--- src/design/pcfm_pkg.sv ---
// shared types, tables and constants for the pitch cv to fm note register writer
`default_nettype none

package pcfm_pkg;

   // field widths
   localparam int VOICE_W = 3;
   localparam int CV_W    = 17;
   localparam int FRAC_W  = 12;
   localparam int OCT_W   = CV_W - FRAC_W;
   localparam int MANT_W  = 31;
   localparam int FREQ_W  = 27;
   localparam int SHF_W   = 32;
   localparam int REM_W   = 23;
   localparam int DIV_W   = 13;
   localparam int FNUM_W  = 10;
   localparam int BLK_W   = 3;
   localparam int CH_W    = 4;
   localparam int ADDR_W  = 9;
   localparam int DATA_W  = 8;
   localparam int BLOCKS  = 8;
   localparam int CHANNEL_VOICES = 6;

   // 1.0 in q30
   localparam logic [MANT_W-1:0] MANT_ONE = 31'h4000_0000;

   // middle c in millihertz with 8 fraction bits, multiplied by the q30 mantissa
   localparam logic [25:0] FREQ_C = 26'd66976154;

   // highest octave number that can still land in a block
   localparam logic signed [OCT_W-1:0] OCT_MAX = 5'sd4;

   // 2^(2^b/4096) in q30 for each fraction bit b
   localparam logic [MANT_W-1:0] EXP2_Q30 [FRAC_W] = '{
      31'd1073923544, 31'd1074105295, 31'd1074468887, 31'd1075196444,
      31'd1076653033, 31'd1079572136, 31'd1085434106, 31'd1097253708,
      31'd1121280436, 31'd1170923762, 31'd1276901417, 31'd1518500250
   };

   // upper limit of each octave block in mhz
   localparam logic [REM_W-1:0] BLOCK_TOP [BLOCKS] = '{
      23'd48503, 23'd97006, 23'd194013, 23'd388026,
      23'd776053, 23'd1552107, 23'd3104215, 23'd6208431
   };

   // frequency step of each octave block in mhz
   localparam logic [DIV_W-1:0] BLOCK_STEP [BLOCKS] = '{
      13'd48, 13'd95, 13'd190, 13'd379, 13'd759, 13'd1517, 13'd3034, 13'd6069
   };

   // primary hardware channel of each voice, the paired channel sits three above
   localparam logic [CH_W-1:0] PRIMARY_CH [CHANNEL_VOICES] = '{
      4'd0, 4'd1, 4'd2, 4'd9, 4'd10, 4'd11
   };
   localparam logic [CH_W-1:0] PAIR_STEP = 4'd3;

   // register map
   localparam logic [ADDR_W-1:0] LO_BASE     = 9'h0A0;
   localparam logic [ADDR_W-1:0] HI_BASE     = 9'h0B0;
   localparam logic [ADDR_W-1:0] BANK_OFFSET = 9'h100;
   localparam logic [CH_W-1:0]   BANK_SPLIT  = 4'd9;

   // gate threshold after reset, one volt
   localparam logic signed [CV_W-1:0] GATE_RESET = 17'sd4096;

   // what travels alongside the mantissa pipeline
   typedef struct packed {
      logic [VOICE_W-1:0] voice;
      logic [OCT_W-1:0]   octave;
      logic               gate_on;
   } side_type;

   // what travels alongside the divider pipeline
   typedef struct packed {
      logic [VOICE_W-1:0] voice;
      logic [BLK_W-1:0]   blk;
      logic               key;
   } tag_type;

   // finished note for the write sequencer
   typedef struct packed {
      logic [VOICE_W-1:0] voice;
      logic [BLK_W-1:0]   blk;
      logic               key;
      logic [FNUM_W-1:0]  fnum;
   } note_type;

   // channel number to register offset, upper channels live in the second bank
   function automatic logic [ADDR_W-1:0] chan_offset(input logic [CH_W-1:0] ch);
      logic [ADDR_W-1:0] wide;
      wide = {{(ADDR_W-CH_W){1'b0}}, ch};
      if (ch < BANK_SPLIT) begin
         chan_offset = wide;
      end else begin
         chan_offset = wide + BANK_OFFSET - {{(ADDR_W-CH_W){1'b0}}, BANK_SPLIT};
      end
   endfunction

endpackage

`default_nettype wire

--- src/design/pcfm_divide.sv ---
// restoring divider by the block step, one quotient bit per stage
`default_nettype none

module pcfm_divide (
   input  wire logic                          clock,
   input  wire logic                          reset,
   input  wire logic                          adv,
   input  wire logic                          in_valid,
   input  wire pcfm_pkg::tag_type             in_tag,
   input  wire logic [pcfm_pkg::REM_W-1:0]    in_rem,
   input  wire logic [pcfm_pkg::DIV_W-1:0]    in_div,
   output logic                               out_valid,
   output pcfm_pkg::note_type                 out_note
);

   localparam int QW = pcfm_pkg::FNUM_W;
   localparam int RW = pcfm_pkg::REM_W;
   localparam int DW = pcfm_pkg::DIV_W;

   logic                 chain_valid [QW+1];
   pcfm_pkg::tag_type    chain_tag   [QW+1];
   logic [RW-1:0]        chain_rem   [QW+1];
   logic [DW-1:0]        chain_div   [QW+1];
   logic [QW-1:0]        chain_quo   [QW+1];

   assign chain_valid[0] = in_valid;
   assign chain_tag[0]   = in_tag;
   assign chain_rem[0]   = in_rem;
   assign chain_div[0]   = in_div;
   assign chain_quo[0]   = '0;

   // quotient msb first
   for (genvar i = 0; i < QW; i++) begin : g_stage
      localparam int SH = QW - 1 - i;
      logic [RW-1:0]      trial;
      logic               hit;
      logic [RW-1:0]      rem_in;
      logic [QW-1:0]      quo_in;
      logic               valid_ff;
      pcfm_pkg::tag_type  tag_ff;
      logic [RW-1:0]      rem_ff;
      logic [DW-1:0]      div_ff;
      logic [QW-1:0]      quo_ff;

      always_comb begin
         trial      = {{(RW-DW){1'b0}}, chain_div[i]} << SH;
         hit        = chain_rem[i] >= trial;
         rem_in     = hit ? chain_rem[i] - trial : chain_rem[i];
         quo_in     = chain_quo[i];
         quo_in[SH] = hit;
      end

      always_ff @(posedge clock) begin
         if (reset) begin
            valid_ff <= 1'b0;
         end else if (adv) begin
            valid_ff <= chain_valid[i];
         end
      end

      always_ff @(posedge clock) begin
         if (adv) begin
            tag_ff <= chain_tag[i];
            rem_ff <= rem_in;
            div_ff <= chain_div[i];
            quo_ff <= quo_in;
         end
      end

      assign chain_valid[i+1] = valid_ff;
      assign chain_tag[i+1]   = tag_ff;
      assign chain_rem[i+1]   = rem_ff;
      assign chain_div[i+1]   = div_ff;
      assign chain_quo[i+1]   = quo_ff;
   end

   assign out_valid      = chain_valid[QW];
   assign out_note.voice = chain_tag[QW].voice;
   assign out_note.blk   = chain_tag[QW].blk;
   assign out_note.key   = chain_tag[QW].key;
   assign out_note.fnum  = chain_quo[QW];

endmodule

`default_nettype wire

--- config.mk ---
export PLATFORM = sky130hd
export DESIGN_NAME = pcfm_divide
export DESIGN_NICKNAME = d
export VERILOG_FILES = /design/src/design/pcfm_pkg.sv /design/src/design/pcfm_divide.sv
export SDC_FILE = /design/constraint.sdc
export NUM_CORES = 1
export LEC_CHECK = 0
export BUFFER_PORTS_ARGS = -buffer_cell sky130_fd_sc_hd__buf_4
export CELL_PAD_IN_SITES_DETAIL_PLACEMENT = 0
export CELL_PAD_IN_SITES_GLOBAL_PLACEMENT = 1
export CORE_MARGIN = 2
export CORE_UTILIZATION = 47
export CTS_CLUSTER_SIZE = 25
export DETAILED_ROUTE_END_ITERATION = 16
export GPL_ROUTABILITY_DRIVEN = 0
export PLACE_DENSITY = 0.82
export SETUP_SLACK_MARGIN = 0.1
export SLEW_MARGIN = 20
export SYNTH_ARGS = -nofsm -noshare
export SYNTH_HDL_FRONTEND = slang
export SYNTH_SLANG_ARGS = --single-unit
--- constraint.sdc ---
create_clock -name clock -period 2.78 [get_ports clock]
set_clock_uncertainty 0.05 [all_clocks]
set_input_delay 0.556 -clock clock [delete_from_list [all_inputs] [get_ports clock]]
set_output_delay 0.556 -clock clock [all_outputs]
set_load 0.01 [all_outputs]
Yosys cells after proc, flatten, opt, wreduce, memory -nomap -nowiden
Cells that the tools add are included.

operators by class
  mux-type cells = 9
  add/sub/neg operators = 9
  $lt $le $gt $ge = 10

operators with widths
  kind              count
  $mux W23          9
  $ge A23 B13 Y1    1
  $ge A23 B14 Y1    1
  $ge A23 B15 Y1    1
  $ge A23 B16 Y1    1
  $ge A23 B17 Y1    1
  $ge A23 B18 Y1    1
  $ge A23 B19 Y1    1
  $ge A23 B20 Y1    1
  $ge A23 B21 Y1    1
  $ge A23 B22 Y1    1
  $sub A23 B14 Y23  1
  $sub A23 B15 Y23  1
  $sub A23 B16 Y23  1
  $sub A23 B17 Y23  1
  $sub A23 B18 Y23  1
  $sub A23 B19 Y23  1
  $sub A23 B20 Y23  1
  $sub A23 B21 Y23  1
  $sub A23 B22 Y23  1

word-level totals
  flip-flop bits (word level) = 459
  input port bits = 47
  output and inout bits = 18

Longest topological paths before layout
  word-level depth = 2
  mapped depth = 12
  gate-level depth less buffers = 11

Worst setup path after synthesis
No wires, ideal clock.

  kind = register to register
  from = register g_stage[5].rem_ff[3]
  to = register g_stage[6].rem_ff[10] (data pin)
  data required time = 2.468 ns
  cell stages (with the launch flop) = 12
  arrival time = 2.741 ns
  path slack = -0.273 ns
  setup time = 0.262 ns
  cell sequence = edfxtp_1 > inv_1 > ha_1 > inv_1 > fa_1 > a21o_1 > a221o_1 > a221o_1 > a21oi_1 > o211ai_1 > buf_2 > mux2_1

between the ends
  word-level cells in the longest chain between the ends = 2
  elaborated cells between the ends (all ways) = 3

ends and longest elaborated chain
  what                                                       RTL line                              text
  start, declared                                            pcfm_divide.sv:41                     logic [RW-1:0] rem_ff;
  start signal, assigned                                     pcfm_divide.sv:64                     rem_ff <= rem_in;
  $sub A23 B16 Y23 / $ge A23 B16 Y1 (equally long branches)  pcfm_divide.sv:48, pcfm_divide.sv:47
  $mux W23 (*)                                               pcfm_divide.sv:48                     rem_in = hit ? chain_rem[i] - trial : chain_rem[i];
  net g_stage[6].rem_in[10]                                  pcfm_divide.sv:37                     logic [RW-1:0] rem_in;
  end signal, assigned                                       pcfm_divide.sv:64
  end, declared                                              pcfm_divide.sv:41

Mark *: on every way through the listed nets, which the timed path passes. The rest lies on a longest branch.
A chain may end at the register's enable or synchronous reset.

Worst setup path in the final report
  from = register g_stage[5].rem_ff[3]
  to = register g_stage[6].rem_ff[15] (data pin)

The elaborated chain is that of the path after synthesis.

==> results.py <==
metrics = {
    "status": {
        "status": "complete, but fails checks",
        "violations": "negative setup slack",
    },
    "layout": {
        "multiInputGateArea_um2": 8740,
        "drive_gt1_frac": 0.242,
        "diodes": 0,
        "areaGrowthSynthToFinish_pct": 22.5,
        "final_nets": 2202,
        "fillerInstances": 3654,
        "seqCellArea_um2": 13700,
    },
    "timing": {
        "max_freq_mhz": 332,
        "finalHoldViolCount": 0,
        "slew_headroom": 0.529,
        "worst_slew_pin_slew_ns": 0.700,
        "maxSlewViolCount": 0,
        "setup_violations": 22,
        "layout_min_cycle_time_ns": 3.01,
        "rsz0062_at_grt": "yes",
        "fin_ws_ns": -0.233,
        "finalCritPeriodShare": 1.08,
    },
    "route": {
        "via_per_inst": 5.32,
        "drc_errors": 0,
        "dr.first_iter.drc_count": 508,
        "num_vias": 14100,
        "drtPass1Iterations": 5,
        "wire_per_inst_um": 15.6,
        "ant_nets": 0,
        "routed_wl_um": 41600,
    },
    "pwr": {
        "pwr-share-seq": 0.404,
        "clkPwrFrac": 0.259,
        "power.density_nw_per_um2": 906,
        "p_switching_mw": 7.55,
        "power_mw": 24.8,
        "p_int_mw": 17.2,
        "switching_share": 0.305,
        "p_comb_frac": 0.337,
        "leakage_nw": 10.6,
        "irDropWorstVdd_v": 0.000458,
    },
    "critical_path": {
        "cp.required_ns": 3.04,
        "path_max_fanout": 9,
        "critical_path_class": "flip-flop to flip-flop",
        "r2r_slack_ns": -0.23,
        "worstSetupEndpointType": "flip-flop",
        "crit_arrival_ns": 3.27,
        "crit_path_start_kind": "flip-flop",
    },
    "logic_synthesis": {
        "synth_xor_area_frac": 0.0471,
        "yosys.area_share.simple": 0.0988,
        "ys_ff_latch": 459,
        "synth_area_per_cell_um2": 12.6,
        "synth_area_leader_cell": "edfxtp_1",
        "yosys_warnings": 0,
        "synth-compound-area-share": 0.107,
        "synth_top_area_frac": 0.604,
        "synth.distinct_cells": 78,
        "syn-num-nets": 1956,
        "synth_flop_cell": "edfxtp_1",
        "synthAdderAreaFrac": 0.0809,
        "netlist_instances": 1770,
        "synth_top_family_by_area": "compound AO/OA/AOI/OAI gates",
        "syn_area_um2": 22300,
        "synth_edf_count": 449,
        "synthMuxAreaShare": 0.0175,
        "synth.area.top_cells": "edfxtp_1 (60%), ha_1 (7.3%), inv_1 (2.8%)",
        "async_flop_share": 0,
        "ys_seq_area_frac": 0.613,
    },
    "floorplan": {
        "io_pins": 65,
        "initial_core_util": 0.478,
        "rows": 79,
        "die_area_um2": 49300,
        "die_w_um": 222,
        "coreArea_um2": 46800,
        "dieHeight_um": 222,
    },
    "clock_tree": {
        "clkLatencyLatePin_ns": 0.58,
        "cts-root-buf": "clkbuf_16",
        "cts_buffer_depth": 3,
        "cts_tree": "done",
        "clk_pin_slew_ns": 0.06,
        "cts_max_level": 2,
        "holdBufCountCts": 0,
        "numClockSinks": 459,
        "numCtsBuffers": 48,
    },
    "global_route": {
        "grt_pass1_wl_um": 66300,
        "antenna_found_initial": 0,
        "grt_max_degree": 76,
        "overflow": 0,
        "grt_pass1_vias": 14400,
        "grt_usage": 0.165,
    },
    "job": {
        "drv_cap": 0,
    },
    "hold_path": {
        "hold_class": "primary input to flip-flop",
    },
    "placement": {
        "hpwl_um": 29500,
        "preCtsSetupSlack_ns": -0.268,
        "portBuffers": 64,
    },
}
## kinds of logic (layout without fill, tap and decap cells)
logic type                 after synthesis  after routing
muxes                                   36             36
AOI/OAI and AO/OA                      375            375
buffers and inverters                  203            486
DFF                                    459            459
and+or+nand+nor                        438            438
xor gates and xnor gates               120            120
adders and majority gates              139            139
## placed cells by master (no fill, tap or decap), drive strengths merged, types with 35 or more instances in the layout
cell and n:
o21ai 105, nor2 124, buf 228, a21oi 118, xor2 60, xnor2 60
ha 130, edfxtp 449, inv 172, nand2 105, clkbuf 56, nor3 35
## stage by stage
step                      cell area, um2  instances  hold slack (ns)   util  TNS, ns
final                              27400       2660            0.100  0.585    -3.21
after global routing               27400       2660           0.0713  0.585    -5.54
after CTS                          26500       2631           0.0602  0.567    -2.74
after detailed placement           24500       2531            0.355  0.524    -4.72
after global placement             24500       2531            0.350  0.524    -3.75
after floorplan                    22400       1770            0.350      -   -0.890
## routing by layer
layer	up-vias	routed length [um]	track usage
li1	7039	-	-
met5	-	0	0
met2	274	22800	0.322
met3	133	1330	0.0249
met1	6697	15100	0.162
met4	0	2360	0.101
## state kept, by name, summed over array words and instances (netlist names)
signal / count
out_note: 7
chain_tag: 63
g_stage.valid_ff: 9
out_valid: 1
g_stage.div_ff: 117
g_stage.rem_ff: 207
g_stage.quo_ff: 55
## power by group through the flow
stage,sequential (mW),combinational (mW),clock (mW)
after CTS,9.97,7.49,6.60
after global routing,10.1,9.19,6.89
after detailed placement,10.1,7.05,0
after floorplan,9.89,5.05,0
final,10.0,8.35,6.42
after global placement,10.1,6.84,0
## critical path, cell delays in order (launching register included)
cell and delay [ns]:
edfxtp_1 0.39, inv_1 0.08, ha_2 0.19, inv_2 0.04
fa_2 0.33, a21o_1 0.20, a221o_1 0.34, a221o_1 0.34
a21oi_2 0.16, o211ai_1 0.11, buf_4 0.20, mux2_1 0.32
## cell usage after synthesis, types with 9 or more instances
cell and n:
mux2i_1 12, nor4b_1 9, nand2_1 101, xnor2_1 60, inv_1 169, nor4_1 19, o21a_1 20, or3_1 18
dfxtp_1 10, edfxtp_1 449, nor2_1 123, o21ai_0 96, xor2_1 60, o21ai_2 9, ha_1 130, nand2b_1 15
nor2b_1 20, nor3_1 35, nand4_1 18, o31ai_1 10, fa_1 9, a211oi_1 14, a21o_1 19, clkbuf_1 18
nand3_1 22, mux2_2 20, a21oi_1 118, and3_1 16
## area by class of cell
type | instances | area share
Sequential cell | 459 | 0.500
Multi-Input combinational cell | 1108 | 0.320
Timing Repair Buffer | 230 | 0.0710
Clock buffer | 54 | 0.0455
Tap cell | 607 | 0.0278
Inverter | 169 | 0.0232
Clock inverter | 33 | 0.0128
## worst paths after layout
path	start	end	cells past startpoint
worst max register to register	g_stage[5].rem_ff[3]	g_stage[6].rem_ff[15]	11
worst min register to register	chain_tag[19]	chain_tag[12]	0
worst max-delay path	g_stage[5].rem_ff[3]	g_stage[6].rem_ff[15]	11
worst min-delay path	in_tag[1]	chain_tag[64]	1
## repair_timing
| action | CTS | global route |
|---|---|---|
| resized for setup | 71 | 139 |
| pin swaps | 31 | 76 |
| buffers inserted | 13 | 26 |
| cloned | 0 | 3 |
| endpoints found under the setup margin | 104 | 125 |
Note: power is estimated with default switching activity, not from simulation.
