$ cat src/design/pcfm_pkg.sv
// shared types, tables and constants for the pitch cv to fm note register writer
`default_nettype none

package pcfm_pkg;

   // field widths
   localparam int VOICE_W = 3;
   localparam int CV_W    = 17;
   localparam int FRAC_W  = 12;
   localparam int OCT_W   = CV_W - FRAC_W;
   localparam int MANT_W  = 31;
   localparam int FREQ_W  = 27;
   localparam int SHF_W   = 32;
   localparam int REM_W   = 23;
   localparam int DIV_W   = 13;
   localparam int FNUM_W  = 10;
   localparam int BLK_W   = 3;
   localparam int CH_W    = 4;
   localparam int ADDR_W  = 9;
   localparam int DATA_W  = 8;
   localparam int BLOCKS  = 8;
   localparam int CHANNEL_VOICES = 6;

   // 1.0 in q30
   localparam logic [MANT_W-1:0] MANT_ONE = 31'h4000_0000;

   // middle c in millihertz with 8 fraction bits, multiplied by the q30 mantissa
   localparam logic [25:0] FREQ_C = 26'd66976154;

   // highest octave number that can still land in a block
   localparam logic signed [OCT_W-1:0] OCT_MAX = 5'sd4;

   // 2^(2^b/4096) in q30 for each fraction bit b
   localparam logic [MANT_W-1:0] EXP2_Q30 [FRAC_W] = '{
      31'd1073923544, 31'd1074105295, 31'd1074468887, 31'd1075196444,
      31'd1076653033, 31'd1079572136, 31'd1085434106, 31'd1097253708,
      31'd1121280436, 31'd1170923762, 31'd1276901417, 31'd1518500250
   };

   // upper limit of each octave block in mhz
   localparam logic [REM_W-1:0] BLOCK_TOP [BLOCKS] = '{
      23'd48503, 23'd97006, 23'd194013, 23'd388026,
      23'd776053, 23'd1552107, 23'd3104215, 23'd6208431
   };

   // frequency step of each octave block in mhz
   localparam logic [DIV_W-1:0] BLOCK_STEP [BLOCKS] = '{
      13'd48, 13'd95, 13'd190, 13'd379, 13'd759, 13'd1517, 13'd3034, 13'd6069
   };

   // primary hardware channel of each voice, the paired channel sits three above
   localparam logic [CH_W-1:0] PRIMARY_CH [CHANNEL_VOICES] = '{
      4'd0, 4'd1, 4'd2, 4'd9, 4'd10, 4'd11
   };
   localparam logic [CH_W-1:0] PAIR_STEP = 4'd3;

   // register map
   localparam logic [ADDR_W-1:0] LO_BASE     = 9'h0A0;
   localparam logic [ADDR_W-1:0] HI_BASE     = 9'h0B0;
   localparam logic [ADDR_W-1:0] BANK_OFFSET = 9'h100;
   localparam logic [CH_W-1:0]   BANK_SPLIT  = 4'd9;

   // gate threshold after reset, one volt
   localparam logic signed [CV_W-1:0] GATE_RESET = 17'sd4096;

   // what travels alongside the mantissa pipeline
   typedef struct packed {
      logic [VOICE_W-1:0] voice;
      logic [OCT_W-1:0]   octave;
      logic               gate_on;
   } side_type;

   // what travels alongside the divider pipeline
   typedef struct packed {
      logic [VOICE_W-1:0] voice;
      logic [BLK_W-1:0]   blk;
      logic               key;
   } tag_type;

   // finished note for the write sequencer
   typedef struct packed {
      logic [VOICE_W-1:0] voice;
      logic [BLK_W-1:0]   blk;
      logic               key;
      logic [FNUM_W-1:0]  fnum;
   } note_type;

   // channel number to register offset, upper channels live in the second bank
   function automatic logic [ADDR_W-1:0] chan_offset(input logic [CH_W-1:0] ch);
      logic [ADDR_W-1:0] wide;
      wide = {{(ADDR_W-CH_W){1'b0}}, ch};
      if (ch < BANK_SPLIT) begin
         chan_offset = wide;
      end else begin
         chan_offset = wide + BANK_OFFSET - {{(ADDR_W-CH_W){1'b0}}, BANK_SPLIT};
      end
   endfunction

endpackage

`default_nettype wire

$ cat src/design/pcfm_serial.sv
// turns one note into its four register write beats
`default_nettype none

module pcfm_serial (
   input  wire logic                          clock,
   input  wire logic                          reset,
   input  wire logic                          in_valid,
   input  wire pcfm_pkg::note_type            in_note,
   output logic                               take,
   output logic                               out_valid,
   input  wire logic                          out_ready,
   output logic [pcfm_pkg::ADDR_W-1:0]        out_reg_address,
   output logic [pcfm_pkg::DATA_W-1:0]        out_reg_data,
   output logic                               out_last_write
);

   localparam logic [1:0] BEAT_LO_PRI = 2'd0;
   localparam logic [1:0] BEAT_LO_PAR = 2'd1;
   localparam logic [1:0] BEAT_HI_PRI = 2'd2;
   localparam logic [1:0] BEAT_HI_PAR = 2'd3;

   logic                            busy_ff;
   logic [1:0]                      beat_ff;
   logic [pcfm_pkg::ADDR_W-1:0]     pri_off_ff;
   logic [pcfm_pkg::ADDR_W-1:0]     par_off_ff;
   logic [pcfm_pkg::DATA_W-1:0]     lo_ff;
   logic [pcfm_pkg::DATA_W-1:0]     hi_ff;
   logic [pcfm_pkg::CH_W-1:0]       pri_ch;

   // free, or handing over the last beat this cycle
   assign take = !busy_ff || (out_ready && beat_ff == BEAT_HI_PAR);

   always_ff @(posedge clock) begin
      if (reset) begin
         busy_ff <= 1'b0;
         beat_ff <= BEAT_LO_PRI;
      end else if (take) begin
         busy_ff <= in_valid;
         beat_ff <= BEAT_LO_PRI;
      end else if (out_ready) begin
         beat_ff <= beat_ff + 2'd1;
      end
   end

   // note bytes and channel offsets
   assign pri_ch = pcfm_pkg::PRIMARY_CH[in_note.voice];

   always_ff @(posedge clock) begin
      if (take && in_valid) begin
         pri_off_ff <= pcfm_pkg::chan_offset(pri_ch);
         par_off_ff <= pcfm_pkg::chan_offset(pri_ch + pcfm_pkg::PAIR_STEP);
         lo_ff      <= in_note.fnum[pcfm_pkg::DATA_W-1:0];
         hi_ff      <= {2'b00, in_note.key, in_note.blk,
                        in_note.fnum[pcfm_pkg::FNUM_W-1:pcfm_pkg::DATA_W]};
      end
   end

   // beat payload
   always_comb begin
      out_last_write = 1'b0;
      case (beat_ff)
         BEAT_LO_PRI: begin
            out_reg_address = pcfm_pkg::LO_BASE + pri_off_ff;
            out_reg_data    = lo_ff;
         end
         BEAT_LO_PAR: begin
            out_reg_address = pcfm_pkg::LO_BASE + par_off_ff;
            out_reg_data    = lo_ff;
         end
         BEAT_HI_PRI: begin
            out_reg_address = pcfm_pkg::HI_BASE + pri_off_ff;
            out_reg_data    = hi_ff;
         end
         BEAT_HI_PAR: begin
            out_reg_address = pcfm_pkg::HI_BASE + par_off_ff;
            out_reg_data    = hi_ff;
            out_last_write  = 1'b1;
         end
         default: begin
            out_reg_address = pcfm_pkg::LO_BASE + pri_off_ff;
            out_reg_data    = lo_ff;
         end
      endcase
   end

   assign out_valid = busy_ff;

endmodule

`default_nettype wire

$ cat config.mk
export PLATFORM = sky130hd
export DESIGN_NAME = pcfm_serial
export DESIGN_NICKNAME = d
export VERILOG_FILES = /design/src/design/pcfm_pkg.sv /design/src/design/pcfm_serial.sv
export SDC_FILE = /design/constraint.sdc
export NUM_CORES = 1
export LEC_CHECK = 0
export ABC_AREA = 1
export BUFFER_PORTS_ARGS = -buffer_cell sky130_fd_sc_hd__buf_2
export CAP_MARGIN = 5
export CORE_MARGIN = 2
export CORE_UTILIZATION = 30
export CTS_BUF_LIST = sky130_fd_sc_hd__clkbuf_16
export DETAILED_ROUTE_END_ITERATION = 10
export MAX_ROUTING_LAYER = met4
export PLACE_DENSITY = 0.62
export SLEW_MARGIN = 20
export SYNTH_ARGS = -nofsm -noshare
export SYNTH_HDL_FRONTEND = slang
export SYNTH_SLANG_ARGS = --single-unit
$ cat constraint.sdc
create_clock -name clock -period 5.64 [get_ports clock]
set_input_delay 0.282 -clock clock [delete_from_list [all_inputs] [get_ports clock]]
set_output_delay 0.282 -clock clock [all_outputs]
set_load 0.005 [all_outputs]
### Word level (Yosys, flattened, before mapping)

Memories as Yosys holds them, arrays and structs flattened.
Index checks and enable logic that the tools add are counted.

| storage, ports and cells | value |
|---|---|
| bits in registers | 35 |
| ROM bits | 32 |
| output and inout port bits | 20 |
| logic and storage cells | 41 |
| memories | 1 |

| operators by class | value |
|---|---|
| $add $sub $neg | 10 |
| $lt $le $gt $ge | 3 |
| equality and inequality tests | 3 |
| multiplexer cells | 7 |
| bitwise logic cells | 1 |
| reduce and logical (&&, ||, !) cells | 8 |

Memory list:

| name | words | bits a word | read ports | clocked after memory_dff | wr ports | line | text |
|---|---|---|---|---|---|---|---|
| (name not given) | 8 | 4 | 1 | 0 | 0 | pcfm_serial.sv:46 | `assign pri_ch = pcfm_pkg::PRIMARY_CH[in_note.voice];` |

Operator list:

| cell | number |
|---|---|
| 8-bit by 9-bit adder with 9-bit output, first input constant | 4 |
| 9-bit case mux with 4 select lines | 1 |
| 4-bit by 9-bit adder with 9-bit output, second input constant | 2 |
| 9-bit by 4-bit subtractor with 9-bit output, second input constant | 2 |
| 4-bit two-way mux | 4 |
| 8-bit case mux with 2 select lines | 1 |
| 4-bit less-than comparator, second input constant | 2 |
| 2-bit OR reduction | 3 |
| 4-bit by 2-bit adder with 4-bit output, second input constant | 1 |
| 2-bit == test, second input constant | 2 |
| 4-bit greater-or-equal comparator, second input constant | 1 |
| 3-bit inverter with 4-bit output | 1 |
| 2-bit by 1-bit adder with 2-bit output, second input constant | 1 |
| 2-bit by 1-bit == test with 1-bit output, second input constant | 1 |
| 1-bit logical AND | 2 |
| 2-bit logical NOT | 1 |
| 1-bit logical NOT | 1 |
| 1-bit logical OR | 1 |
| 1-bit two-way mux | 1 |

### Depth between registers and ports, before layout

Gate-level depths: netlist of the first run.

| logic depth | value |
|---|---|
| depth after elaboration | 8 |
| mapped depth | 10 |

### Worst setup path after synthesis of the first run

OpenSTA, ideal clock, no wires.

| path | value |
|---|---|
| path type | flip-flop to flip-flop |
| start point | register beat_ff[0] |
| end point | register hi_ff[0] in the netlist's numbering (enable) |
| setup time | 415 ps |
| arrival | 2121 ps |
| data required time | 5225 ps |
| setup slack | 3104 ps |
| cell stages (with the launch flop) | 4 |
| path buffers | 0 |
| cells stage by stage | dfxtp_1 ha_1 a21boi_2 nor2_1 |

| between the ends | value |
|---|---|
| longest elaborated chain between the ends | 4 |

Ends and longest elaborated chain:

| element | line | text |
|---|---|---|
| start: declaration | pcfm_serial.sv:23 | `logic [1:0] beat_ff;` |
| start signal: assignment | pcfm_serial.sv:41 | `beat_ff <= beat_ff + 2'd1;` |
| 2-bit == test | pcfm_serial.sv:31 | `assign take = !busy_ff \|\| (out_ready && beat_ff == BEAT_HI_PAR);` |
| 1-bit logical AND | pcfm_serial.sv:31 |  |
| 1-bit logical OR | pcfm_serial.sv:31 |  |
| 1-bit logical AND | pcfm_serial.sv:49 | `if (take && in_valid) begin` |
| end signal: assignment | pcfm_serial.sv:53 | `hi_ff <= {2'b00, in_note.key, in_note.blk,` |
| end: declaration | pcfm_serial.sv:27 | `logic [pcfm_pkg::DATA_W-1:0] hi_ff;` |

Every way passes these cells.
A chain may end at the register's enable or synchronous reset.

### Worst setup path in the final report of the first run

| path | value |
|---|---|
| start point | register beat_ff[0] |
| end point | output port out_reg_address[8] in the netlist's numbering |

| between the ends | value |
|---|---|
| longest elaborated chain between the ends | 2 |

Ends and longest elaborated chain:

| element | line | text |
|---|---|---|
| 2-bit == test (tied with other cells) | pcfm_serial.sv:61 | `case (beat_ff)` |
| 9-bit case mux with 4 select lines (*) | pcfm_serial.sv:61 |  |
| end: declaration | pcfm_serial.sv:12 | `output logic [pcfm_pkg::ADDR_W-1:0] out_reg_address,` |

Every way passes the cells marked *; elsewhere a longest branch is shown, timed or not.

==> flow_metrics.py, run 1 <==
metrics = {
    "sta": {
        "final.min_clock_period_ns": 2.35,
        "worst_slew_pin_slew_ns": 0.739,
        "timing.slew.headroom_pct": 50.7,
        "fmax_mhz": 425,
        "finClkSkew_ns": 0.00535,
        "finalCritPeriodShare_pct": 41.7,
        "slew_viol_final": 0,
        "setup_viol": 0,
        "rsz0062_at_grt": "false",
        "hold_viol": 0,
        "finalSetupTns_ns": 0,
    },
    "routing": {
        "num_vias": 1251,
        "drc": 0,
        "wl_met3_um": 130,
        "top_layer": "met4",
        "wl_per_cell_um": 10.4,
        "wl_met2_mm": 1.60,
        "wirelength_mm": 3.04,
        "drtAntennaViolNets": 0,
        "first_pass_iters": 6,
        "vias_per_cell": 4.27,
        "drt-initial-drc-count": 53,
        "drt-met1-wl_mm": 1.28,
    },
    "cells_and_area": {
        "drive_gt1_share_pct": 26.2,
        "antenna_cells": 0,
        "nNetsFinal": 251,
        "multiInputGateArea_sq_um": 633,
        "syn2layout_area_growth_pct": 26.9,
        "layoutNonFillerInstCount": 293,
        "regArea_sq_um": 931,
        "fill_cells": 559,
        "fin_area_sq_um": 2100,
    },
    "setup_path": {
        "crit_family": "adder cells",
        "criticalPathCategory": "flip-flop to primary output",
        "cp.arrival_ns": 2.07,
        "end_kind": "primary output",
        "worst_path_largest_cell_delay_ns": 0.41,
        "startpoint_type": "flip-flop",
        "critPathSlowestCell": "dfxtp_1",
        "crit_chain": "ha_1, inv_1, o21a_1, ha_1, or2_0, nand3_1, nand2_1, buf_2",
        "cp.required_ns": 5.36,
        "path_buf_inv": 2,
        "path_max_fanout": 9,
        "cpMostUsedCell": "ha_1",
    },
    "placement": {
        "port_buffers": 40,
        "dp_cells": 285,
        "hpwl_mm": 2.39,
        "post_dp_cell_area_sq_um": 1960,
        "gp_congestion": 0.793,
    },
    "status": {
        "status": "finished clean",
    },
    "synthesis": {
        "syn_area_per_cell_sq_um": 9.72,
        "yosysWarnings": 0,
        "synth_cell_types": 29,
        "yosysSeqAreaShare_pct": 56.4,
        "syn_area_sq_um": 1650,
        "synth_cells": 170,
        "synth_seq_cells": 32,
    },
    "grt": {
        "antenna_found_initial": 0,
        "grt_max_degree": 16,
        "gr-total-overflow": 0,
        "track_usage_pct": 10.6,
        "grt_pass1_wl_mm": 4.90,
        "grt_pass1_vias": 1135,
    },
    "floorplan": {
        "die_area_sq_um": 6110,
        "die_w_um": 78.2,
        "initial_core_util_pct": 30.6,
        "ioPinCount": 41,
        "coreArea_sq_um": 5410,
        "fp.dieH_um": 78.2,
        "num_rows": 27,
    },
    "clocking": {
        "clockBufferDepth": 2,
        "h-tree-depth": 2,
        "cts.sinks": 32,
        "root_buffer": "clkbuf_16",
        "postCtsHoldBufs": 0,
        "cts_tree": "done",
        "cts_made_buffers": 5,
        "insertion_delay_ns": 0.27,
        "cts.clk_slew.worst_paths_ns": 0.05,
        "cts_resized": 0,
        "post_cts_buffers": 0,
    },
    "min_path": {
        "hold_class": "primary input to flip-flop",
    },
    "power_and_ir_drop": {
        "pwr_density_cell_nw_per_um2": 281,
        "power.leakage_nw": 0.973,
        "irDropWorstVdd_v": 0.000156,
    },
    "run": {
        "maxCapViolations": 0,
    },
}
## layout by cell type (no fill, tap or decap), types with 4 or more instances in the layout
cell type | netlist | final
nor2_1 | 11 | 10
ha_1 | 10 | 10
buf_2 | 0 | 40
conb_1 | 1 | 4
clkbuf_16 | 0 | 5
edfxtp_1 | 29 | 29
inv_1 | 21 | 23
nand3_1 | 6 | 6
o21ai_0 | 11 | 11
a21oi_1 | 5 | 5
nand2_1 | 51 | 51
## stage by stage
| step | total power, mW | hold slack [ns] | utilization, % | worst slack [ns] |
|---|---|---|---|---|
| 6_report | 0.589 | 0.182 | 38.8 | 3.29 |
| 5_1_grt | 0.617 | 0.177 | 38.8 | 3.11 |
| 4_1_cts | 0.596 | 0.175 | 38.8 | 3.26 |
| 3_5_place_dp | 0.354 | 0.457 | 36.2 | 3.41 |
| 3_3_place_gp | 0.352 | 0.452 | 36.2 | 3.48 |
| 2_1_floorplan | 0.325 | 0.351 | - | 3.10 |
## report_power, final
| part | switching, mW | leakage [nW] | internal [mW] |
|---|---|---|---|
| sequential | 0.00417 | 0.302 | 0.277 |
| clock | 0.0819 | 0.0762 | 0.159 |
| combinational | 0.0386 | 0.595 | 0.0288 |
| total | 0.125 | 0.973 | 0.464 |
## worst paths after layout
check | from | to | slack (ns) | cells past startpoint
hold reg to reg | beat_ff[0]$_SDFFE_PP0P_ | beat_ff[0]$_SDFFE_PP0P_ | 0.61 | 2
hold / removal | reset | out_valid$_SDFFE_PP0P_ | 0.18 | 2
setup reg to reg | beat_ff[0]$_SDFFE_PP0P_ | pri_off_ff[8]$_SDFFCE_PN0P_ | 3.45 | 4
setup / recovery | beat_ff[0]$_SDFFE_PP0P_ | out_reg_address[8] | 3.29 | 8
## area by class of cell
class / instances / area share (%)
clock buffers: 5 / 5.97
clock inverters: 3 / 0.597
inverters: 24 / 4.60
multi-input cells: 116 / 30.2
flip-flops and latches: 32 / 44.4
well taps: 72 / 4.30
repair buffers: 41 / 9.91
## state kept, by name (all words and copies together), names as in the netlist
| register | count |
|---|---|
| pri_off_ff | 7 |
| beat_ff | 2 |
| hi_ff | 6 |
| lo_ff | 8 |
| par_off_ff | 8 |
| out_valid | 1 |
## kinds of logic after synthesis
| group | synth area share [%] |
|---|---|
| AO/OA/AOI/OAI | 8.33 |
| buffers and inverters | 6.14 |
| AND/OR/NAND/NOR | 19.2 |
| flip-flops | 56.4 |
| other | 0.227 |
| XOR/XNOR | 1.59 |
| multiplexers | 0.606 |
| adder cells (fa/ha/maj) | 7.58 |
## metal layers
metal	vias to the layer above	GRT usage [%]
met1	570	11.6
met4	0	4.21
li1	654	-
met2	25	18.4
met5	-	-
met3	2	2.99
## synthesized netlist by cell type
cell type | count | area share (%)
conb_1 | 1 | 0.23
clkinv_2 | 1 | 0.30
o21ai_1 | 2 | 0.61
nand3_1 | 6 | 1.8
o22ai_1 | 1 | 0.38
ha_1 | 10 | 7.6
inv_2 | 1 | 0.23
or2_1 | 1 | 0.38
nor2_1 | 11 | 2.5
a21oi_1 | 5 | 1.5
o21a_1 | 1 | 0.45
nor2_2 | 1 | 0.38
nand2_2 | 2 | 0.76
clkbuf_2 | 1 | 0.30
xor2_1 | 1 | 0.53
inv_6 | 1 | 0.53
edfxtp_1 | 29 | 53
o21bai_1 | 1 | 0.45
inv_1 | 21 | 4.8
or2_0 | 1 | 0.38
xnor2_1 | 2 | 1.1
nand2_4 | 1 | 0.68
nand2_1 | 51 | 12
o21ai_0 | 11 | 3.3
o221ai_2 | 1 | 0.91
a21boi_2 | 1 | 0.68
dfxtp_1 | 3 | 3.6
nor2_4 | 1 | 0.68
mux2i_1 | 1 | 0.61
(Power assumes the default switching activity.)
==> run 2: changes to the inputs <==
- ABC_AREA: 1 -> 0
- PLACE_DENSITY: 0.62 -> 0.64
- clock period: 5.64 -> 2 ns (I/O delays scaled with it)
==> flow_metrics.py, run 2 <==
metrics = {
    "status": {
        "status": "finished, violations left",
        "violations": "negative setup slack",
    },
    "clocking": {
        "cts_tree": "done",
        "root_buffer": "clkbuf_16",
        "cts.clk_slew.worst_paths_ns": 0.05,
        "insertion_delay_ns": 0.27,
        "h-tree-depth": 2,
        "cts.sinks": 32,
        "cts_made_buffers": 5,
        "clockBufferDepth": 2,
    },
    "run": {
        "maxCapViolations": 0,
    },
    "routing": {
        "wl_per_cell_um": 12.2,
        "first_pass_iters": 4,
        "wirelength_mm": 3.20,
        "drtAntennaViolNets": 0,
        "drc": 0,
        "drt-initial-drc-count": 26,
        "vias_per_cell": 4.42,
        "num_vias": 1158,
    },
    "synthesis": {
        "synth_common_cells": "edfxtp_1, inv_1, nor2_1, ha_1",
        "synth_cells": 125,
        "syn_area_per_cell_sq_um": 12.8,
        "synth_area_leader_cell": "edfxtp_1",
        "yosysSeqAreaShare_pct": 58.0,
        "yosysWarnings": 0,
        "syn_area_sq_um": 1600,
        "synth.top_cell.area_share_pct": 54.3,
        "synth_edf_count": 29,
        "ys.flop_type": "edfxtp_1",
        "yosysMostFrequentCell": "edfxtp_1",
        "synth_area_leaders": "edfxtp_1, ha_1, mux2_2",
        "async_flop_share_pct": 0,
        "synth_cell_types": 29,
        "synth_seq_cells": 32,
    },
    "sta": {
        "finClkSkew_ns": 0.00457,
        "fmax_mhz": 499,
        "setup_viol": 1,
        "holdWs_ns": 0.00168,
        "finalSetupTns_ns": -0.00398,
        "hold_viol": 0,
        "slew_viol_final": 0,
        "rsz0062_at_grt": "true",
        "setup_ws_ns": -0.00398,
        "finalCritPeriodShare_pct": 100,
        "final.min_clock_period_ns": 2.00,
    },
    "setup_path": {
        "worst_path_largest_cell_delay_ns": 0.33,
        "startpoint_type": "flip-flop",
        "cp.arrival_ns": 1.90,
        "end_kind": "primary output",
        "path_max_fanout": 7,
        "criticalPathCategory": "flip-flop to primary output",
        "crit_chain": "ha_4, nor2_4, a21oi_2, ha_2, xnor2_1, a22o_1, a221o_1, buf_2",
        "critPathSlowestCell": "dfxtp_2",
        "cp.required_ns": 1.90,
    },
    "cells_and_area": {
        "fin_util_pct": 44.5,
        "antenna_cells": 0,
        "drive_gt1_share_pct": 40.6,
        "layout_common_cells": "buf_2, edfxtp_1, inv_1, dlygate4sd3_1, nor2_1",
        "nNetsFinal": 223,
        "syn2layout_area_growth_pct": 42.5,
        "largestRegisters": "lo_ff x8, par_off_ff x8, pri_off_ff x7",
        "fill_cells": 486,
        "final_common_cell": "buf_2",
    },
    "floorplan": {
        "num_rows": 26,
        "fp.dieH_um": 77.1,
        "ioPinCount": 41,
        "coreArea_sq_um": 5140,
        "initial_core_util_pct": 31.2,
        "die_w_um": 77.1,
        "die_area_sq_um": 5950,
    },
    "power_and_ir_drop": {
        "power.leakage_nw": 0.940,
        "finalPower_mw": 1.70,
        "irDropWorstVdd_v": 0.000602,
        "pwr_density_cell_nw_per_um2": 743,
    },
    "grt": {
        "grt_pass1_wl_mm": 5.32,
        "track_usage_pct": 11.9,
        "antenna_found_initial": 0,
        "grt_pass1_vias": 1158,
        "grt_max_degree": 28,
        "gr-total-overflow": 0,
    },
    "placement": {
        "port_buffers": 40,
        "gp_congestion": 0.748,
        "dp_slack_ns": 0.00138,
        "hpwl_mm": 2.21,
    },
    "min_path": {
        "hold_class": "primary input to flip-flop",
    },
}
run 2: cells by family (layout without fill, tap and decap cells):
kind of cell,count (synthesis),count (layout),synth area share [%]
other,1,4,0.234
adders and majority gates,10,10,7.80
and+or+nand+nor,25,25,7.57
DFF,32,32,58.0
buffers and inverters,14,78,3.35
xor gates and xnor gates,6,6,3.28
AOI/OAI and AO/OA,22,22,9.67
muxes,15,15,10.1
run 2: layout make-up:
cell class	instances	area, sq um	share of cell area, %
well taps	70	87.6	3.83
multi-input cells	82	704	30.8
inverters	12	45.0	1.97
clock buffers	5	125	5.47
clock inverters	2	7.51	0.328
repair buffers	59	383	16.7
flip-flops and latches	32	933	40.8
run 2: worst max-delay path, delay by kind of cell, from the launching register on:
kind / cells / cell delay (ns)
AO/OA/AOI/OAI: 3 / 0.57
flip-flops: 1 / 0.33
adder cells (fa/ha/maj): 2 / 0.38
buffers and inverters: 1 / 0.12
AND/OR/NAND/NOR: 1 / 0.11
XOR/XNOR: 1 / 0.12
run 2: stage by stage:
| step | instance area [sq um] | cells |
|---|---|---|
| after floorplan | 1630 | 128 |
| after global placement | 1960 | 241 |
| after detailed placement | 1960 | 241 |
| after CTS | 2260 | 260 |
| after global routing | 2290 | 262 |
| final | 2290 | 262 |
run 2: report_power, final:
| group | internal [mW] | total, mW | leakage [nW] | switching, mW |
|---|---|---|---|---|
| Clock | 0.442 | 0.677 | 0.0648 | 0.234 |
| Sequential | 0.780 | 0.796 | 0.302 | 0.0157 |
| Combinational | 0.120 | 0.226 | 0.573 | 0.106 |
run 2: what timing repair did:
| item | 4_1_cts | 5_1_grt |
|---|---|---|
| buffers inserted | 3 | 0 |
| hold buffers | 9 | 2 |
| endpoints found under the hold margin | 9 | 2 |
| pin swaps | 4 | 2 |
| gates resized for setup | 14 | 3 |
| endpoints found under the setup margin | 10 | 13 |
run 2: worst paths after layout:
path	startpoint	to	slack, ns	depth (start not counted)
hold reg to reg	out_valid$_SDFFE_PP0P_	beat_ff[0]$_SDFFE_PP0P_	0.56	2
hold / removal	in_note[2]	lo_ff[2]$_DFFE_PP_	0.002	1
setup / recovery	beat_ff[1]$_SDFFE_PP0P_	out_reg_address[8]	-0.004	8
setup reg to reg	beat_ff[0]$_SDFFE_PP0P_	par_off_ff[6]$_SDFFCE_PP0P_	0.44	5
run 2: routing by layer:
metal	wire [um]	global-route usage (%)	up-vias
met1	1430	14.2	532
met5	0	-	-
met3	179	3.76	4
li1	-	-	587
met4	37	5.18	0
met2	1550	18.4	35
==> run 3: changes to the inputs <==
--- a/config.mk
+++ b/config.mk
@@ -9,4 +9,5 @@
 export BUFFER_PORTS_ARGS = -buffer_cell sky130_fd_sc_hd__buf_2
 export CAP_MARGIN = 5
+export CORE_ASPECT_RATIO = 1.1
 export CORE_MARGIN = 2
 export CORE_UTILIZATION = 30
==> constraint.sdc (replaced) <==
create_clock -name clock -period 2 [get_ports clock]
set_input_delay 0.2 -clock clock [delete_from_list [all_inputs] [get_ports clock]]
set_output_delay 0.2 -clock clock [all_outputs]
set_load 0.005 [all_outputs]
==> flow_metrics.py, run 3 (synthesized netlist as in run 2, its figures left out) <==
metrics = {
    "status": {
        "status": "finished, violations left",
        "violations": "negative setup slack",
    },
    "cells_and_area": {
        "antenna_cells": 0,
        "fill_cells": 472,
        "layoutNonFillerInstCount": 247,
        "layout_common_cells": "buf_2, edfxtp_1, buf_4, inv_1, nor2_1",
        "nNetsFinal": 219,
        "fin_area_sq_um": 2270,
        "drive_gt1_share_pct": 48.1,
        "final_common_cell": "buf_2",
        "largestRegisters": "lo_ff x8, par_off_ff x8, pri_off_ff x7",
        "syn2layout_area_growth_pct": 41.8,
    },
    "floorplan": {
        "ioPinCount": 41,
        "fp.dieH_um": 80.7,
        "die_w_um": 73.7,
        "num_rows": 27,
        "coreArea_sq_um": 5070,
        "initial_core_util_pct": 31.7,
        "die_area_sq_um": 5950,
    },
    "power_and_ir_drop": {
        "pwr-share-comb_pct": 13.2,
        "pwr-share-clk_pct": 40.5,
        "p_seq_share_pct": 46.3,
        "pwr_density_cell_nw_per_um2": 754,
        "switching_share_pct": 21.6,
        "irDropWorstVdd_v": 0.000425,
        "p_int_mw": 1.34,
        "power.leakage_nw": 0.949,
        "p_sw_mw": 0.370,
    },
    "routing": {
        "wirelength_mm": 3.34,
        "first_pass_iters": 3,
        "wl_per_cell_um": 13.5,
        "vias_per_cell": 4.61,
        "drt-initial-drc-count": 31,
        "drc": 0,
        "drtAntennaViolNets": 0,
        "num_vias": 1138,
    },
    "setup_path": {
        "worstRegToRegCells": 5,
        "cp.required_ns": 1.80,
        "end_kind": "primary output",
        "criticalPathCategory": "flip-flop to primary output",
        "path_max_fanout": 6,
        "cp.arrival_ns": 1.94,
        "startpoint_type": "flip-flop",
    },
    "sta": {
        "finalSetupTns_ns": -0.199,
        "setup_viol": 3,
        "rsz0062_at_grt": "true",
        "fmax_mhz": 467,
        "finalCritPeriodShare_pct": 107,
        "setup_ws_ns": -0.142,
        "slew_viol_final": 0,
        "finClkSkew_ns": 0.00265,
        "holdWs_ns": 0.106,
        "final.min_clock_period_ns": 2.14,
        "hold_viol": 0,
    },
    "placement": {
        "hpwl_mm": 2.33,
        "gp_congestion": 0.759,
        "post_dp_cell_area_sq_um": 1970,
        "port_buffers": 40,
        "dp_cells": 233,
    },
    "run": {
        "maxCapViolations": 0,
    },
    "clocking": {
        "cts_tree": "done",
        "cts.sinks": 32,
        "h-tree-depth": 2,
        "clockBufferDepth": 2,
        "root_buffer": "clkbuf_16",
        "cts.clk_slew.worst_paths_ns": 0.05,
        "cts_made_buffers": 5,
        "insertion_delay_ns": 0.27,
    },
    "min_path": {
        "hold_class": "primary input to flip-flop",
        "whs_path_depth": 1,
    },
    "grt": {
        "grt_max_degree": 26,
        "grt_pass1_vias": 1170,
        "track_usage_pct": 11.7,
        "gr-total-overflow": 0,
        "grt_pass1_wl_mm": 5.20,
        "antenna_found_initial": 0,
    },
}
[run 3: cell types whose count changed in the layout (fill, tap and decap cells not counted), moves of 2 or more]
| cell | previous run | this run |
|---|---|---|
| dfxtp_2 | 2 | 0 |
| ha_2 | 4 | 2 |
| buf_6 | 0 | 2 |
| clkinv_2 | 0 | 2 |
| buf_4 | 7 | 12 |
| dlygate4sd3_1 | 11 | 0 |
| inv_1 | 12 | 10 |
| ha_4 | 2 | 4 |
| inv_2 | 0 | 2 |
| dfxtp_4 | 0 | 2 |
[run 3: power by group through the flow]
stage / clock, mW / combinational, mW / sequential, mW
2_1_floorplan: 0 / 0.115 / 0.803
3_3_place_gp: 0 / 0.201 / 0.805
3_5_place_dp: 0 / 0.203 / 0.806
4_1_cts: 0.706 / 0.212 / 0.795
5_1_grt: 0.742 / 0.253 / 0.797
6_report: 0.694 / 0.227 / 0.794
[run 3: routing by layer]
layer | vias to the layer above | wire length, um | share of wire [%] | track usage, %
li1 | 578 | - | - | -
met1 | 531 | 1440 | 43 | 14.3
met2 | 25 | 1750 | 52 | 18.5
met3 | 4 | 98 | 2.9 | 3.14
met4 | 0 | 46 | 1.4 | 4.55
met5 | - | 0 | 0 | -
[run 3: through the flow]
stage	total power [mW]	setup WS, ns	util (%)
2_1_floorplan	0.918	0.00531	-
3_3_place_gp	1.01	0.0328	38.9
3_5_place_dp	1.01	-0.0611	38.9
4_1_cts	1.71	-0.112	42.9
5_1_grt	1.79	-0.228	44.9
6_report	1.71	-0.142	44.9
[run 3: cell type report]
class                           instances  area [sq um]  share of cell area, %
Inverter                               12          45.0                   1.98
Clock buffer                            5           125                   5.50
Tap cell                               58          72.6                   3.19
Multi-Input combinational cell         82           747                   32.8
Sequential cell                        32           938                   41.3
Clock inverter                          3          13.8                  0.605
Timing Repair Buffer                   55           333                   14.6
[run 3: final timing paths]
path / slack, ns / startpoint / to
hold reg to reg: 0.60 / out_valid$_SDFFE_PP0P_ / beat_ff[0]$_SDFFE_PP0P_
hold / removal: 0.11 / in_note[2] / lo_ff[2]$_DFFE_PP_
setup reg to reg: 0.38 / beat_ff[1]$_SDFFE_PP0P_ / par_off_ff[6]$_SDFFCE_PP0P_
setup / recovery: -0.14 / beat_ff[1]$_SDFFE_PP0P_ / out_reg_address[8]
[run 3: worst max-delay path, cell delays in order (launching register included)]
cell	delay (ns)
dfxtp_4	0.35
ha_4	0.19
nor2_4	0.11
a21oi_2	0.05
ha_2	0.21
xnor2_2	0.13
a22o_1	0.20
a221o_1	0.30
buf_2	0.12
[run 3: timing repair]
action	4_1_cts	5_1_grt
endpoints found under the setup margin	13	15
pin swaps	6	3
cloned	0	0
hold endpoints to repair	0	0
hold buffers	0	0
resized for setup	15	12
buffers inserted	2	4
